File: src/rtl/glu_pkg.sv
`timescale 1ns / 1ps

package glu_pkg;

  // Operand width in bits; the operands are taken from the low WIDTH bits of the input ports.
  localparam int unsigned WIDTH = 16;
  localparam int unsigned CNT_W = (WIDTH > 1) ? $clog2(WIDTH) : 1;

  localparam int unsigned IN_W  = 16;
  localparam int unsigned DIV_W = 16;
  localparam int unsigned MUL_W = 32;

  typedef enum logic [2:0] {
    ST_IDLE,
    ST_GCD,
    ST_SCALE,
    ST_DIV,
    ST_MUL
  } glu_state_e;

endpackage

File: src/rtl/gcd_lcm_unit.sv
`timescale 1ns / 1ps

// GCD and LCM unit. An item is taken at a rising edge with start_i high and busy_o low.
// Its result is shown on divisor_o and multiple_o for exactly one cycle, marked by done_o.
// The receiver cannot stall the block, so it must take the result in that cycle.
// If either operand is zero, the result shows in the cycle after the item is taken:
// divisor 1 and multiple 0.
// Otherwise the block runs a binary GCD, then a restoring division of the first operand
// by the GCD, then a final multiply. The GCD steps and the division steps share one
// subtractor under a small sequencer, and the multiply uses its own WIDTH by WIDTH
// multiplier, whose product is registered into multiple_o.
// Every GCD step shortens one of the two values by at least one bit. The scale step,
// the division steps and the multiply step follow in that order, and busy_o falls in
// the same cycle in which done_o shows the result.
// A new item may be started in the same cycle in which done_o shows the previous result.
module gcd_lcm_unit (
  input  logic                        clk_i,
  input  logic                        rst_ni,
  input  logic                        start_i,
  output logic                        busy_o,
  input  logic [glu_pkg::IN_W-1:0]    first_value_i,
  input  logic [glu_pkg::IN_W-1:0]    second_value_i,
  output logic                        done_o,
  output logic [glu_pkg::DIV_W-1:0]   divisor_o,
  output logic [glu_pkg::MUL_W-1:0]   multiple_o
);
  import glu_pkg::*;

  glu_state_e state_q, state_d;

  // Working pair of the GCD. During the division, x holds the GCD and y the partial remainder.
  logic [WIDTH-1:0] x_q, x_d;
  logic [WIDTH-1:0] y_q, y_d;
  // This register holds the first operand, then shifts into the quotient first operand / GCD.
  logic [WIDTH-1:0] quo_q, quo_d;
  logic [WIDTH-1:0] opb_q, opb_d;
  // This counter counts the common factors of two during the GCD, then the division steps.
  logic [CNT_W-1:0] cnt_q, cnt_d;

  logic             done_q, done_d;
  logic [DIV_W-1:0] divisor_q, divisor_d;
  logic [MUL_W-1:0] multiple_q, multiple_d;

  // The top bits are zero when WIDTH is above the port width.
  logic [31:0]      ext_a, ext_b;
  logic [WIDTH-1:0] a_in, b_in;

  // This is the one subtractor that the GCD and division steps share. Its top bit is the borrow.
  logic [WIDTH:0]   sub_x, sub_y, sub_r;
  logic             x_gt_y;
  logic [WIDTH:0]   rem_shift;
  logic [2*WIDTH-1:0] prod;

  assign ext_a = 32'(first_value_i);
  assign ext_b = 32'(second_value_i);
  assign a_in  = ext_a[WIDTH-1:0];
  assign b_in  = ext_b[WIDTH-1:0];

  assign x_gt_y    = x_q > y_q;
  assign rem_shift = {y_q, quo_q[WIDTH-1]};
  assign prod      = quo_q * opb_q;

  always_comb begin
    if (state_q == ST_DIV) begin
      sub_x = rem_shift;
      sub_y = {1'b0, x_q};
    end else if (x_gt_y) begin
      sub_x = {1'b0, x_q};
      sub_y = {1'b0, y_q};
    end else begin
      sub_x = {1'b0, y_q};
      sub_y = {1'b0, x_q};
    end
  end

  assign sub_r = sub_x - sub_y;

  always_ff @(posedge clk_i or negedge rst_ni) begin
    if (!rst_ni) begin
      state_q <= ST_IDLE;
      done_q  <= 1'b0;
    end else begin
      state_q <= state_d;
      done_q  <= done_d;
    end
  end

  always_ff @(posedge clk_i) begin
    x_q        <= x_d;
    y_q        <= y_d;
    quo_q      <= quo_d;
    opb_q      <= opb_d;
    cnt_q      <= cnt_d;
    divisor_q  <= divisor_d;
    multiple_q <= multiple_d;
  end

  always_comb begin
    state_d    = state_q;
    x_d        = x_q;
    y_d        = y_q;
    quo_d      = quo_q;
    opb_d      = opb_q;
    cnt_d      = cnt_q;
    done_d     = 1'b0;
    divisor_d  = divisor_q;
    multiple_d = multiple_q;

    case (state_q)
      ST_IDLE: begin
        if (start_i) begin
          x_d   = a_in;
          y_d   = b_in;
          quo_d = a_in;
          opb_d = b_in;
          cnt_d = '0;
          if ((a_in == '0) || (b_in == '0)) begin
            divisor_d  = DIV_W'(1);
            multiple_d = '0;
            done_d     = 1'b1;
          end else begin
            state_d = ST_GCD;
          end
        end
      end
      ST_GCD: begin
        // Binary GCD: remove common factors of two, then remove lone factors of two.
        // When both values are odd, replace the larger one by half their difference.
        if (x_q == y_q) begin
          state_d = ST_SCALE;
        end else if (!x_q[0] && !y_q[0]) begin
          x_d   = x_q >> 1;
          y_d   = y_q >> 1;
          cnt_d = cnt_q + CNT_W'(1);
        end else if (!x_q[0]) begin
          x_d = x_q >> 1;
        end else if (!y_q[0]) begin
          y_d = y_q >> 1;
        end else if (x_gt_y) begin
          x_d = sub_r[WIDTH:1];
        end else begin
          y_d = sub_r[WIDTH:1];
        end
      end
      ST_SCALE: begin
        // Restore the common factors of two. The GCD then sits in x.
        x_d     = x_q << cnt_q;
        y_d     = '0;
        cnt_d   = '0;
        state_d = ST_DIV;
      end
      ST_DIV: begin
        // Restoring division: each step shifts one bit of the first operand into the remainder.
        if (!sub_r[WIDTH]) begin
          y_d = sub_r[WIDTH-1:0];
        end else begin
          y_d = rem_shift[WIDTH-1:0];
        end
        quo_d = {quo_q[WIDTH-2:0], ~sub_r[WIDTH]};
        if (cnt_q == CNT_W'(WIDTH - 1)) begin
          state_d = ST_MUL;
        end else begin
          cnt_d = cnt_q + CNT_W'(1);
        end
      end
      ST_MUL: begin
        divisor_d  = DIV_W'(x_q);
        multiple_d = MUL_W'(prod);
        done_d     = 1'b1;
        state_d    = ST_IDLE;
      end
      default: begin
        state_d = ST_IDLE;
      end
    endcase
  end

  assign busy_o     = (state_q != ST_IDLE);
  assign done_o     = done_q;
  assign divisor_o  = divisor_q;
  assign multiple_o = multiple_q;

endmodule

File: config.mk
export PLATFORM = sky130hd
export DESIGN_NAME = gcd_lcm_unit
export DESIGN_NICKNAME = d
export VERILOG_FILES = /design/src/rtl/glu_pkg.sv /design/src/rtl/gcd_lcm_unit.sv
export SDC_FILE = /design/constraint.sdc
export NUM_CORES = 1
export LEC_CHECK = 0
export BUFFER_PORTS_ARGS = -buffer_cell sky130_fd_sc_hd__clkbuf_2
export CAP_MARGIN = 10
export CORE_ASPECT_RATIO = 1.1
export CORE_MARGIN = 3
export CORE_UTILIZATION = 50
export CTS_CLUSTER_SIZE = 30
export DETAILED_ROUTE_END_ITERATION = 8
export PLACE_DENSITY = 0.71
export RECOVER_POWER = 50
export SLEW_MARGIN = 20
export SYNTH_ARGS = -nofsm -noshare
export SYNTH_HDL_FRONTEND = slang
export SYNTH_SLANG_ARGS = --single-unit
File: constraint.sdc
create_clock -name clk_i -period 14.85 [get_ports clk_i]
set_input_delay 0.7425 -clock clk_i [delete_from_list [all_inputs] [get_ports clk_i]]
set_output_delay 0.7425 -clock clk_i [all_outputs]
set_load 0.05 [all_outputs]
Word-level counts from Yosys, hierarchy flattened
Index checks and enable logic that the tools add are counted.
{"block": "word_totals", "reg_bits": 120, "in_bits": 35, "output_inout_bits": 50, "word_cells": 95}
{"block": "op_classes", "addsub": 2, "mul": 1, "order_cmp": 1, "eq_ne": 18, "shifts": 1, "mux": 39, "bitwise": 1, "n_reduce_logical": 21}
{"cell": "16-bit two-way mux", "count": 17}
{"cell": "32-bit two-way mux", "count": 2}
{"cell": "16-bit case mux with 2 select lines", "count": 2}
{"cell": "16-bit case mux with 4 select lines", "count": 1}
{"cell": "32-bit case mux with 2 select lines", "count": 1}
{"cell": "16-bit case mux with 3 select lines", "count": 1}
{"cell": "17-bit two-way mux", "count": 2}
{"cell": "16-bit zero test", "count": 2}
{"cell": "16-bit by 16-bit multiplier with 32-bit output", "count": 1}
{"cell": "17-bit subtractor", "count": 1}
{"cell": "16-bit == test", "count": 1}
{"cell": "16-bit greater-than comparator", "count": 1}
{"cell": "4-bit two-way mux", "count": 4}
{"cell": "4-bit case mux with 4 select lines", "count": 1}
{"cell": "16-bit by 4-bit << shifter with 16-bit output", "count": 1}
{"cell": "5-bit AND reduction", "count": 3}
{"cell": "2-bit inequality test (second input constant)", "count": 7}
{"cell": "3-bit two-way mux", "count": 4}
{"cell": "4-bit inequality test (second input constant)", "count": 3}
{"cell": "3-bit case mux with 4 select lines", "count": 1}
{"cell": "4-bit AND reduction", "count": 2}
{"cell": "3-bit by 2-bit == test with 1-bit output (second input constant)", "count": 2}
{"cell": "3-bit AND reduction", "count": 2}
{"cell": "3-bit nonzero test", "count": 2}
{"cell": "16 further kinds", "count": 20}

Depth between registers and ports, before layout
Gate-level depths: netlist of run 1.
{"block": "depth", "depth_word": 10, "mapped_depth": 23, "ltp_nobuf": 22}

Worst setup path before layout of run 1
OpenSTA, ideal clock, no wires.
{"block": "synth_path", "kind": "register to register", "startpoint": "register quo_q[7]", "endpoint": "register multiple_q[30] (netlist: multiple_o[30]) (data pin)", "setup_ns": 0.147, "t_arrival_ns": 5.792, "required_ns": 14.703, "slack_ns": 8.911, "stages_incl_launch_ff": 23, "n_path_buf": 1, "synth_period_minus_slack_ns": 5.939, "cell_sequence": "edfxtp_1 -> clkbuf_1 -> nand2_1 -> fa_1 -> inv_1 -> fa_1 -> inv_1 -> fa_1 -> inv_1 -> fa_1 -> fa_1 -> inv_1 -> fa_1 -> inv_1 -> ha_1 -> nand2_1 -> nor3_1 -> o2111ai_1 -> a211oi_2 -> nor3_1 -> or4b_1 -> a21o_1 -> a21oi_1"}
{"block": "synth_via", "elab_chain_cells": 2}
{"item": "start, declared", "line_no": "gcd_lcm_unit.sv:35", "source": "logic [WIDTH-1:0] quo_q, quo_d;"}
{"item": "start signal, assigned", "line_no": "gcd_lcm_unit.sv:91", "source": "quo_q <= quo_d;"}
{"item": "16-bit by 16-bit multiplier with 32-bit output", "line_no": "gcd_lcm_unit.sv:61", "source": "assign prod = quo_q * opb_q;"}
{"item": "32-bit case mux with 2 select lines", "line_no": "gcd_lcm_unit.sv:109", "source": "case (state_q)"}
{"item": "end signal, assigned", "line_no": "gcd_lcm_unit.sv:95", "source": "multiple_q <= multiple_d;"}
{"item": "end, declared", "line_no": "gcd_lcm_unit.sv:42", "source": "logic [MUL_W-1:0] multiple_q, multiple_d;"}
No other way between the ends.
A chain may end at the register's enable or synchronous reset.

Worst setup path in the final report of run 1
{"block": "layout_path", "startpoint": "register quo_q[3]", "endpoint": "register multiple_q[30] (netlist: multiple_o[30]) (data pin)"}
The elaborated chain is that of the path after synthesis.

==> flow_metrics.py, run 1 <==
metrics = {
    "hold_path": {
        "min_path_type": "in -> async",
    },
    "run_status": {
        "violations": "max-capacitance violations, max-slew violations",
        "status": "complete, but fails checks",
    },
    "power_and_ir_drop": {
        "total_leakage_power_nw": 8.101,
        "p_per_area_nw_per_um2": 214.6,
        "peakVddDrop_mv": 0.3705,
        "power_mw": 3.711,
    },
    "logic_synthesis": {
        "synth_cell_types": 73,
        "synth_cells": 1715,
        "synth_adder_area_share": 0.3531,
        "synth_seq_cells": 120,
        "ys_seq_area_frac": 0.2242,
        "synth_compound_area_frac": 0.1083,
        "avgSynthCellArea_um2": 9.319,
        "synthesis.nets": 2084,
        "synth_ff_type": "edfxtp_1",
        "yosysWarnings": 0,
        "synth_xor_area_frac": 0.01699,
        "synth_mux_area_frac": 0.04392,
        "ys_top_cells_by_area": "fa_1 (24%), edfxtp_1 (22%), ha_1 (11%)",
        "yosysTopAreaCellShare": 0.2443,
        "syn_area_um2": 15980,
        "synth_top_family_by_area": "adder cells",
        "synth_edf_count": 116,
        "async_flop_share": 0.03333,
        "synthSimpleGateAreaFrac": 0.1735,
        "synth_largest_area_cell": "fa_1",
    },
    "clocking": {
        "clock-root-buffer": "clkbuf_16",
        "clk_path_buf_depth": 2,
        "cts_hold_buf": 0,
        "path_clk_slew_ps": 70,
        "cts_tree": "done",
        "clkLatencyLatePin_ps": 430,
        "cts_resized": 0,
        "post-cts-setup-buffer-count": 0,
        "cts_max_level": 4,
        "cts.sinks": 120,
        "cts_buffers": 17,
    },
    "routing": {
        "drtIter0Drc": 1037,
        "ant_nets": 0,
        "vias": 12820,
        "wl_per_cell_um": 20.89,
        "via_per_inst": 5.834,
        "drt-pass1-iter-count": 9,
        "drc_errors": 0,
        "wl_um": 45890,
    },
    "cells_and_area": {
        "drive_above_1_share": 0.05065,
        "fin_area_um2": 17290,
        "n_antenna_cell": 0,
        "num-nets-final": 2133,
        "area_growth_pct": 8.197,
        "final_common_cell": "inv_1",
        "mostFrequentLayoutCells": "inv_1 (261), nand2_1 (248), fa_1 (195), ha_1 (139), and2_1 (132)",
    },
    "timing": {
        "tightest_slew_ps": 2079,
        "rsz0062_at_grt": "false",
        "hold_ws_ps": 122.4,
        "maxSlewHeadroom": -0.3862,
        "final_max_slew_viol_count": 86,
        "fin_tns_setup_ps": 0,
        "finalHoldViolCount": 0,
        "finalCritPeriodShare": 0.4495,
        "setup_violations": 0,
        "layout_setup_ws_ps": 8176,
        "max_freq_ghz": 0.1498,
        "fin_crit_ps": 6674,
        "clock_skew_ps": 22.21,
    },
    "grt": {
        "grt_usage": 0.2727,
        "gr-total-overflow": 0,
        "grt_pass1_vias": 13530,
        "grt_max_degree": 49,
        "grt_first_pass_wirelength_um": 72980,
        "antenna_found_initial": 0,
    },
    "worst_setup_path": {
        "cpPeakStageDelay_ps": 760,
        "worstPathArrival_ps": 6950,
        "start_kind": "register",
        "cp_cell_sequence": "and2_1, fa_1, inv_1, fa_1, inv_1, fa_1, fa_1, fa_1, inv_1, fa_1, inv_1, ha_1, nand2_1, nor3_1, o2111ai_1, a211oi_2, nor3_1, or4b_1, a21o_1, a21oi_1",
        "reg2reg_to": "multiple_o[30]",
        "crit_path_end_kind": "register",
        "cpMostUsedCell": "fa_1",
        "cpLargestDelayFamily": "adder cells",
        "worst_r2r_startpoint": "quo_q[3]",
        "worstSetupPathType": "reg -> reg",
        "path_buf_inv": 4,
        "r2r_cells": 20,
        "critPathMaxFanout": 17,
        "rrSetupSlack_ps": 8180,
        "cp_data_required_time_ps": 15120,
        "cp_slowest_cell": "edfxtp_1",
    },
    "place": {
        "routabilityCongestion": 0.9620,
        "dp_slack_ps": 8273,
        "dp_hpwl_um": 35640,
        "placed_cell_area_um2": 16770,
        "io_buffers": 84,
    },
    "die": {
        "dieHeight_um": 193.5,
        "coreArea_um2": 31480,
        "dieWidth_um": 176.5,
        "ios": 85,
        "initial_core_util": 0.5077,
        "fp-row-count": 68,
        "die-area_um2": 34150,
    },
    "job": {
        "max_cap_viol_count": 2,
    },
}
==> worst reg2reg max path, delay by kind of cell (launching register included) <==
| kind | cells | cell delay [ps] |
|---|---|---|
| and+or+nand+nor | 5 | 1410 |
| DFF | 1 | 760 |
| AOI/OAI and AO/OA | 4 | 840 |
| adders and majority gates | 7 | 3300 |
| buffers and inverters | 4 | 210 |
==> registers in the layout, summed over array words and instances (netlist names) <==
signal	count
state_q	3
divisor_o	16
x_q	16
multiple_o	32
quo_q	16
opb_q	16
done_o	1
y_q	16
cnt_q	4
==> where the power goes <==
part	total, mW	leakage, nW	switching, mW	internal [mW]
clock network	0.452	0.296	0.183	0.269
logic	2.64	6.55	1.63	1.01
registers	0.618	1.26	0.126	0.492
==> Yosys cell counts (3+ instances only) <==
| cell type | number |
|---|---|
| xnor2_1 | 20 |
| mux2_2 | 9 |
| and3_1 | 29 |
| inv_1 | 261 |
| buf_2 | 5 |
| nor4_1 | 12 |
| a21boi_0 | 3 |
| a222oi_1 | 14 |
| nand2_1 | 248 |
| a221o_1 | 3 |
| o221ai_1 | 4 |
| a21o_1 | 19 |
| clkbuf_1 | 61 |
| a211oi_1 | 5 |
| nand3_1 | 17 |
| dfrtp_1 | 4 |
| nor2_1 | 61 |
| fa_1 | 195 |
| o31ai_1 | 4 |
| nand2b_1 | 7 |
| a31oi_1 | 16 |
| nor3_1 | 27 |
| nor2b_1 | 6 |
| ha_1 | 139 |
| o211ai_1 | 6 |
| edfxtp_1 | 116 |
| and2_1 | 134 |
| xor2_1 | 11 |
| buf_1 | 3 |
| o2111ai_1 | 3 |
| mux2i_1 | 60 |
| or3_1 | 9 |
| o21a_1 | 9 |
| nor3b_1 | 3 |
| a22oi_1 | 19 |
| nand4_1 | 7 |
| a21oi_1 | 46 |
| o21ai_0 | 65 |
| o22ai_1 | 4 |
| o21bai_1 | 4 |
==> stage by stage <==
step                utilization  instances
floorplan                     -       1715
global placement         0.5328       2165
detailed placement       0.5328       2165
CTS                      0.5524       2197
global route             0.5493       2197
finish                   0.5493       2197
==> metal layers <==
| layer | vias to the layer above | global-route usage | wire length, um |
|---|---|---|---|
| met5 | - | 0 | 0 |
| met4 | 0 | 0.1126 | 2027 |
| met3 | 122 | 0.03671 | 2635 |
| met2 | 515 | 0.4875 | 23770 |
| met1 | 6359 | 0.3291 | 17460 |
| li1 | 5821 | - | - |
==> worst max-delay path by stage <==
stage / start / to / slack, ps / depth (start not counted)
after floorplan: quo_q[7] / multiple_o[30] / 8910 / 22
after global placement: quo_q[3] / multiple_o[30] / 8370 / 20
after detailed placement: quo_q[3] / multiple_o[30] / 8270 / 20
after CTS: quo_q[3] / multiple_o[30] / 8250 / 20
after global routing: quo_q[14] / multiple_o[30] / 7910 / 19
final: quo_q[3] / multiple_o[30] / 8180 / 20
==> area by class of cell <==
cell class / instances / area [um2]
fillers: 2897 / 14190
multi-input cells: 1260 / 11120
flip-flops and latches: 120 / 3583
inverters: 263 / 987.2
well taps: 420 / 525.5
repair buffers: 102 / 457.9
clock buffers: 18 / 429.2
clock inverters: 14 / 188.9
==> kinds of logic (layout without fill, tap and decap cells) <==
family                   Yosys count  count (layout)
buffers and inverters            335             397
AND/OR/NAND/NOR                  572             572
flip-flops                       120             120
multiplexers                      69              69
XOR/XNOR                          31              31
adder cells (fa/ha/maj)          334             334
AO/OA/AOI/OAI                    254             254
Note: power is estimated with default switching activity, not from simulation.
==> inputs of run 2 (changes only) <==
- PLACE_DENSITY: 0.71 -> 0.74
- clock period: 14.85 -> 5.6 ns (I/O delays scaled with it)
==> run 2 against run 1 <==
The flow finishes with violations (negative setup slack). Critical path type unchanged. First-iteration DRC count grew 24%. Highest routed layer unchanged. Critical endpoint unchanged. Die area is the same. Cell area up 12%. Sequential power is 140% higher. Clock skew shrank 2.2 ps. Sequential share of layout area decreased by 2.2 points. Largest cell class unchanged. Hold slack better by 43 ps.
==> flow_metrics.py, run 2 (same netlist as run 1, synthesis figures left out) <==
metrics = {
    "run_status": {
        "status": "complete, but fails checks",
        "violations": "negative setup slack",
    },
    "job": {
        "max_cap_viol_count": 0,
    },
    "worst_setup_path": {
        "r2r_cells": 21,
        "critPathMaxFanout": 7,
        "reg2reg_to": "multiple_o[30]",
        "crit_path_end_kind": "register",
        "worstPathArrival_ps": 6430,
        "cp_cell_sequence": "buf_6, and2_4, fa_1, inv_2, fa_2, inv_1, fa_1, fa_1, fa_1, inv_1, fa_1, inv_1, ha_4, nand2_4, nor3_2, o2111ai_2, a211oi_2, nor3_2, or4b_4, a21o_1, a21oi_2",
        "start_kind": "register",
        "cp_slowest_cell": "fa_1",
        "critPathLaunch": "quo_q[10]",
        "worst_r2r_startpoint": "quo_q[10]",
        "cp-endpoint": "multiple_o[30]",
        "rrSetupSlack_ps": -530,
        "cpPeakStageDelay_ps": 550,
        "worstSetupPathType": "reg -> reg",
        "cp_data_required_time_ps": 5900,
        "cpMostUsedCell": "fa_1",
    },
    "grt": {
        "grt_usage": 0.2858,
        "antenna_found_initial": 0,
        "gr-total-overflow": 0,
        "grt_max_degree": 49,
        "grt_pass1_vias": 14440,
        "grt_first_pass_wirelength_um": 77200,
    },
    "hold_path": {
        "min_path_type": "in -> reg",
        "hold_start": "second_value_i[15]",
    },
    "routing": {
        "via_per_inst": 5.787,
        "drc_errors": 0,
        "ant_nets": 0,
        "vias": 13850,
        "wl_per_cell_um": 20.37,
        "drtIter0Drc": 1291,
        "wl_um": 48750,
        "drt-pass1-iter-count": 6,
    },
    "timing": {
        "finalCritPeriodShare": 1.095,
        "layout_setup_ws_ps": -531.6,
        "final_max_slew_viol_count": 0,
        "fin_crit_ps": 6132,
        "setup_violations": 13,
        "hold_ws_ps": 165.2,
        "finalHoldViolCount": 0,
        "tightest_slew_ps": 1384,
        "rsz0062_at_grt": "true",
        "clock_skew_ps": 20.01,
        "max_freq_ghz": 0.1631,
        "maxSlewHeadroom": 0.07738,
    },
    "cells_and_area": {
        "fin_cells": 2393,
        "final_common_cell": "inv_1",
        "fill_cells": 2637,
        "drive_above_1_share": 0.1926,
        "num-nets-final": 2329,
        "largest_register_ffs": 32,
        "mostFrequentLayoutCells": "inv_1 (247), nand2_1 (242), fa_1 (183), buf_4 (176), ha_1 (128)",
        "area_growth_pct": 21.29,
        "n_antenna_cell": 0,
    },
    "die": {
        "fp-row-count": 68,
        "dieWidth_um": 176.5,
        "initial_core_util": 0.5077,
        "dieHeight_um": 193.5,
        "ios": 85,
        "die-area_um2": 34150,
        "coreArea_um2": 31480,
    },
    "power_and_ir_drop": {
        "p_per_area_nw_per_um2": 569.0,
        "seqPwrFrac": 0.136,
        "pwr-share-clk": 0.103,
        "p_sw_mw": 5.450,
        "intPower_mw": 5.580,
        "power_mw": 11.03,
        "combPwrFrac": 0.761,
        "swShare": 0.4941,
        "total_leakage_power_nw": 9.151,
        "peakVddDrop_mv": 0.9483,
    },
    "place": {
        "routabilityCongestion": 1.015,
        "dp_hpwl_um": 37640,
        "io_buffers": 84,
        "dp_slack_ps": -598.8,
        "dp_cells": 2314,
    },
    "clocking": {
        "clkLatencyLatePin_ps": 440,
        "path_clk_slew_ps": 60,
        "cts.sinks": 120,
        "cts_max_level": 4,
        "clk_path_buf_depth": 2,
        "cts_tree": "done",
        "cts_buffers": 17,
        "clock-root-buffer": "clkbuf_16",
    },
}
## run 2: changes by cell type in the layout (fill, tap and decap cells not counted), moves of 7 or more
| cell | delta |
|---|---|
| inv_2 | +14 |
| ha_4 | +10 |
| inv_1 | -14 |
| a21oi_1 | -9 |
| fa_2 | +12 |
| and2_1 | -12 |
| and2_4 | +11 |
| a21oi_2 | +7 |
| buf_4 | +162 |
| buf_6 | +34 |
| ha_1 | -11 |
| fa_1 | -12 |
## run 2: power groups by stage
stage	combinational (mW)	sequential, mW	clock [mW]
2_1_floorplan	5.28	1.46	0
3_3_place_gp	7.47	1.51	0
3_5_place_dp	7.59	1.51	0
4_1_cts	7.92	1.49	1.14
5_1_grt	9.10	1.52	1.18
6_report	8.39	1.50	1.14
## run 2: worst min-delay path by stage
stage	endpoint	depth (start not counted)	slack [ps]
6_report	opb_q[15]	1	170
5_1_grt	opb_q[14]	1	160
4_1_cts	opb_q[14]	1	90
3_5_place_dp	state_q[0]	1	100
3_3_place_gp	state_q[2]	1	100
2_1_floorplan	done_o	0	-20
## run 2: cell type report
type / count / area [um2] / area share
Clock buffer: 22 / 444.2 / 0.02291
Clock inverter: 10 / 127.6 / 0.006584
Inverter: 263 / 987.2 / 0.05093
Multi-Input combinational cell: 1260 / 11650 / 0.6012
Sequential cell: 120 / 3583 / 0.1849
Tap cell: 420 / 525.5 / 0.02711
Timing Repair Buffer: 298 / 2062 / 0.1064
## run 2: layer usage
| layer | part of all wire | GRT usage | routed length, um |
|---|---|---|---|
| met3 | 0.063 | 0.04044 | 3061 |
| met5 | 0 | 0 | 0 |
| met4 | 0.062 | 0.1464 | 3024 |
| met1 | 0.38 | 0.3500 | 18330 |
| met2 | 0.50 | 0.4898 | 24340 |
## run 2: repair_timing
item | 4_1_cts | 5_1_grt
buffers inserted | 31 | 19
endpoints found under the setup margin | 16 | 32
hold endpoints to repair | 4 | 0
hold buffers | 1 | 0
pin swaps | 42 | 60
gates resized for setup | 65 | 74
## run 2: through the flow
step / util / setup TNS (ps) / area [um2]
finish: 0.6158 / -3829 / 19380
global route: 0.6158 / -7950 / 19380
CTS: 0.6063 / -3394 / 19090
detailed placement: 0.5721 / -5369 / 18010
global placement: 0.5721 / -4046 / 18010
floorplan: - / -241.8 / 16180
## run 2: critical path, delay by kind of cell (launching register included)
family / cells / cell delay, ps
AO/OA/AOI/OAI: 4 / 770
adder cells (fa/ha/maj): 7 / 3310
flip-flops: 1 / 540
AND/OR/NAND/NOR: 5 / 960
buffers and inverters: 5 / 420
==> inputs of run 3 (changes only) <==
- RECOVER_POWER: 50 -> not set
==> run 3 against run 2 <==
The run still ends with negative setup slack left. Sequential share of layout area shrank 0.097 points. Combinational power is essentially flat. Critical path type unchanged. Fmax shrank 0.14%. Global-route usage is the same. Register-to-register slack is essentially flat. Final cell count is the same. Non-clock buffer count is the same. Largest cell class unchanged. Critical path depth is the same. Setup slack lost 8.7 ps. Critical endpoint unchanged. Via count grew 0.64%.
==> flow_metrics.py, run 3 (same netlist as run 1, synthesis figures left out) <==
metrics = {
    "run_status": {
        "status": "complete, but fails checks",
        "violations": "negative setup slack",
    },
    "grt": {
        "grt_pass1_vias": 14440,
        "grt_max_degree": 49,
        "grt_first_pass_wirelength_um": 77200,
        "gr-total-overflow": 0,
        "antenna_found_initial": 0,
        "grt_usage": 0.2858,
    },
    "timing": {
        "rsz0062_at_grt": "true",
        "tightest_slew_ps": 1063,
        "final_max_slew_viol_count": 0,
        "finalHoldViolCount": 0,
        "fin_crit_ps": 6140,
        "max_freq_ghz": 0.1629,
        "maxSlewHeadroom": 0.2859,
        "clock_skew_ps": 19.02,
        "finalCritPeriodShare": 1.096,
        "setup_violations": 13,
        "layout_setup_ws_ps": -540.2,
    },
    "clocking": {
        "cts_tree": "done",
        "clkLatencyLatePin_ps": 440,
        "clock-root-buffer": "clkbuf_16",
        "path_clk_slew_ps": 60,
        "clk_path_buf_depth": 2,
        "cts_buffers": 17,
        "cts_max_level": 4,
        "cts.sinks": 120,
    },
    "routing": {
        "drc_errors": 0,
        "ant_nets": 0,
        "vias": 13940,
        "wl_um": 48840,
        "wl_per_cell_um": 20.41,
        "drt-pass1-iter-count": 8,
        "drtIter0Drc": 1295,
        "via_per_inst": 5.824,
    },
    "place": {
        "routabilityCongestion": 1.015,
        "io_buffers": 84,
        "dp_hpwl_um": 37640,
    },
    "cells_and_area": {
        "num-nets-final": 2329,
        "drive_above_1_share": 0.2291,
        "final_util": 0.6190,
        "final_common_cell": "inv_1",
        "largest_register_ffs": 32,
        "fill_cells": 2606,
        "area_growth_pct": 21.94,
        "n_antenna_cell": 0,
        "mostFrequentLayoutCells": "inv_1 (247), nand2_1 (242), fa_1 (183), buf_4 (179), ha_1 (128)",
    },
    "power_and_ir_drop": {
        "peakVddDrop_mv": 0.9496,
        "total_leakage_power_nw": 9.387,
        "p_per_area_nw_per_um2": 567.8,
        "power_mw": 11.06,
    },
    "die": {
        "ios": 85,
        "die-area_um2": 34150,
        "coreArea_um2": 31480,
        "dieWidth_um": 176.5,
        "initial_core_util": 0.5077,
        "fp-row-count": 68,
        "dieHeight_um": 193.5,
    },
    "worst_setup_path": {
        "crit_path_end_kind": "register",
        "cp_data_required_time_ps": 5900,
        "worstSetupPathType": "reg -> reg",
        "critPathMaxFanout": 7,
        "worstPathArrival_ps": 6440,
        "start_kind": "register",
    },
    "job": {
        "max_cap_viol_count": 0,
    },
    "hold_path": {
        "min_path_type": "in -> reg",
    },
}
-- run 3: metrics by stage --
step / TNS, ps / hold slack (ps) / cells / instance area [um2] / setup slack (ps)
3_5_place_dp: -5369 / 102.1 / 2314 / 18010 / -598.8
2_1_floorplan: -241.8 / -15.59 / 1715 / 16180 / -148.6
5_1_grt: -6692 / 92.02 / 2393 / 19490 / -719.8
3_3_place_gp: -4046 / 103.6 / 2314 / 18010 / -453.0
6_report: -3898 / 96.01 / 2393 / 19490 / -540.2
4_1_cts: -3394 / 93.88 / 2378 / 19090 / -396.0
-- run 3: where the power goes --
group / switching [mW] / internal, mW
Clock: 0.447 / 0.695
Sequential: 0.202 / 1.30
Combinational: 4.83 / 3.59
Total: 5.48 / 5.58
-- run 3: critical path, cell delays in order, from the launching register on --
cell	delay (ps)
edfxtp_1	540
buf_6	190
and2_4	130
fa_1	550
inv_2	50
fa_2	530
inv_1	50
fa_1	510
fa_1	430
fa_1	500
inv_1	60
fa_1	500
inv_1	70
ha_4	290
nand2_4	70
nor3_2	120
o2111ai_2	160
a211oi_2	310
nor3_2	100
or4b_4	530
a21o_1	190
a21oi_2	110
-- run 3: cell type report --
cell class	count	area, um2	area share
Clock inverter	10	127.6	0.006549
Tap cell	420	525.5	0.02697
Clock buffer	22	444.2	0.02279
Inverter	263	987.2	0.05066
Sequential cell	120	3583	0.1839
Timing Repair Buffer	298	2157	0.1107
Multi-Input combinational cell	1260	11660	0.5985
-- run 3: worst paths after layout --
kind                               startpoint        endpoint  slack, ps  cells after the start
setup / recovery                    quo_q[10]  multiple_o[30]       -540                     21
hold / removal             second_value_i[15]       opb_q[15]        100                      1
setup reg to reg                    quo_q[10]  multiple_o[30]       -540                     21
hold reg to reg                       y_q[12]         y_q[13]        690                      2
max in group asynchronous              rst_ni          done_o       5260                      2
min in group asynchronous              rst_ni      state_q[1]        200                      2
-- run 3: timing repair --
item,in CTS,in global routing
hold buffers,1,0
buffers inserted,31,19
hold endpoints to repair,4,0
endpoints found under the setup margin,16,32
resized for setup,65,74
pin swaps,42,60
-- run 3: per-layer routing --
| layer | global-route usage | up-vias | wire length [um] |
|---|---|---|---|
| li1 | - | 6216 | - |
| met1 | 0.3500 | 6867 | 18440 |
| met2 | 0.4898 | 642 | 24440 |
| met3 | 0.04044 | 212 | 3042 |
| met4 | 0.1464 | 0 | 2921 |
| met5 | 0 | - | 0 |
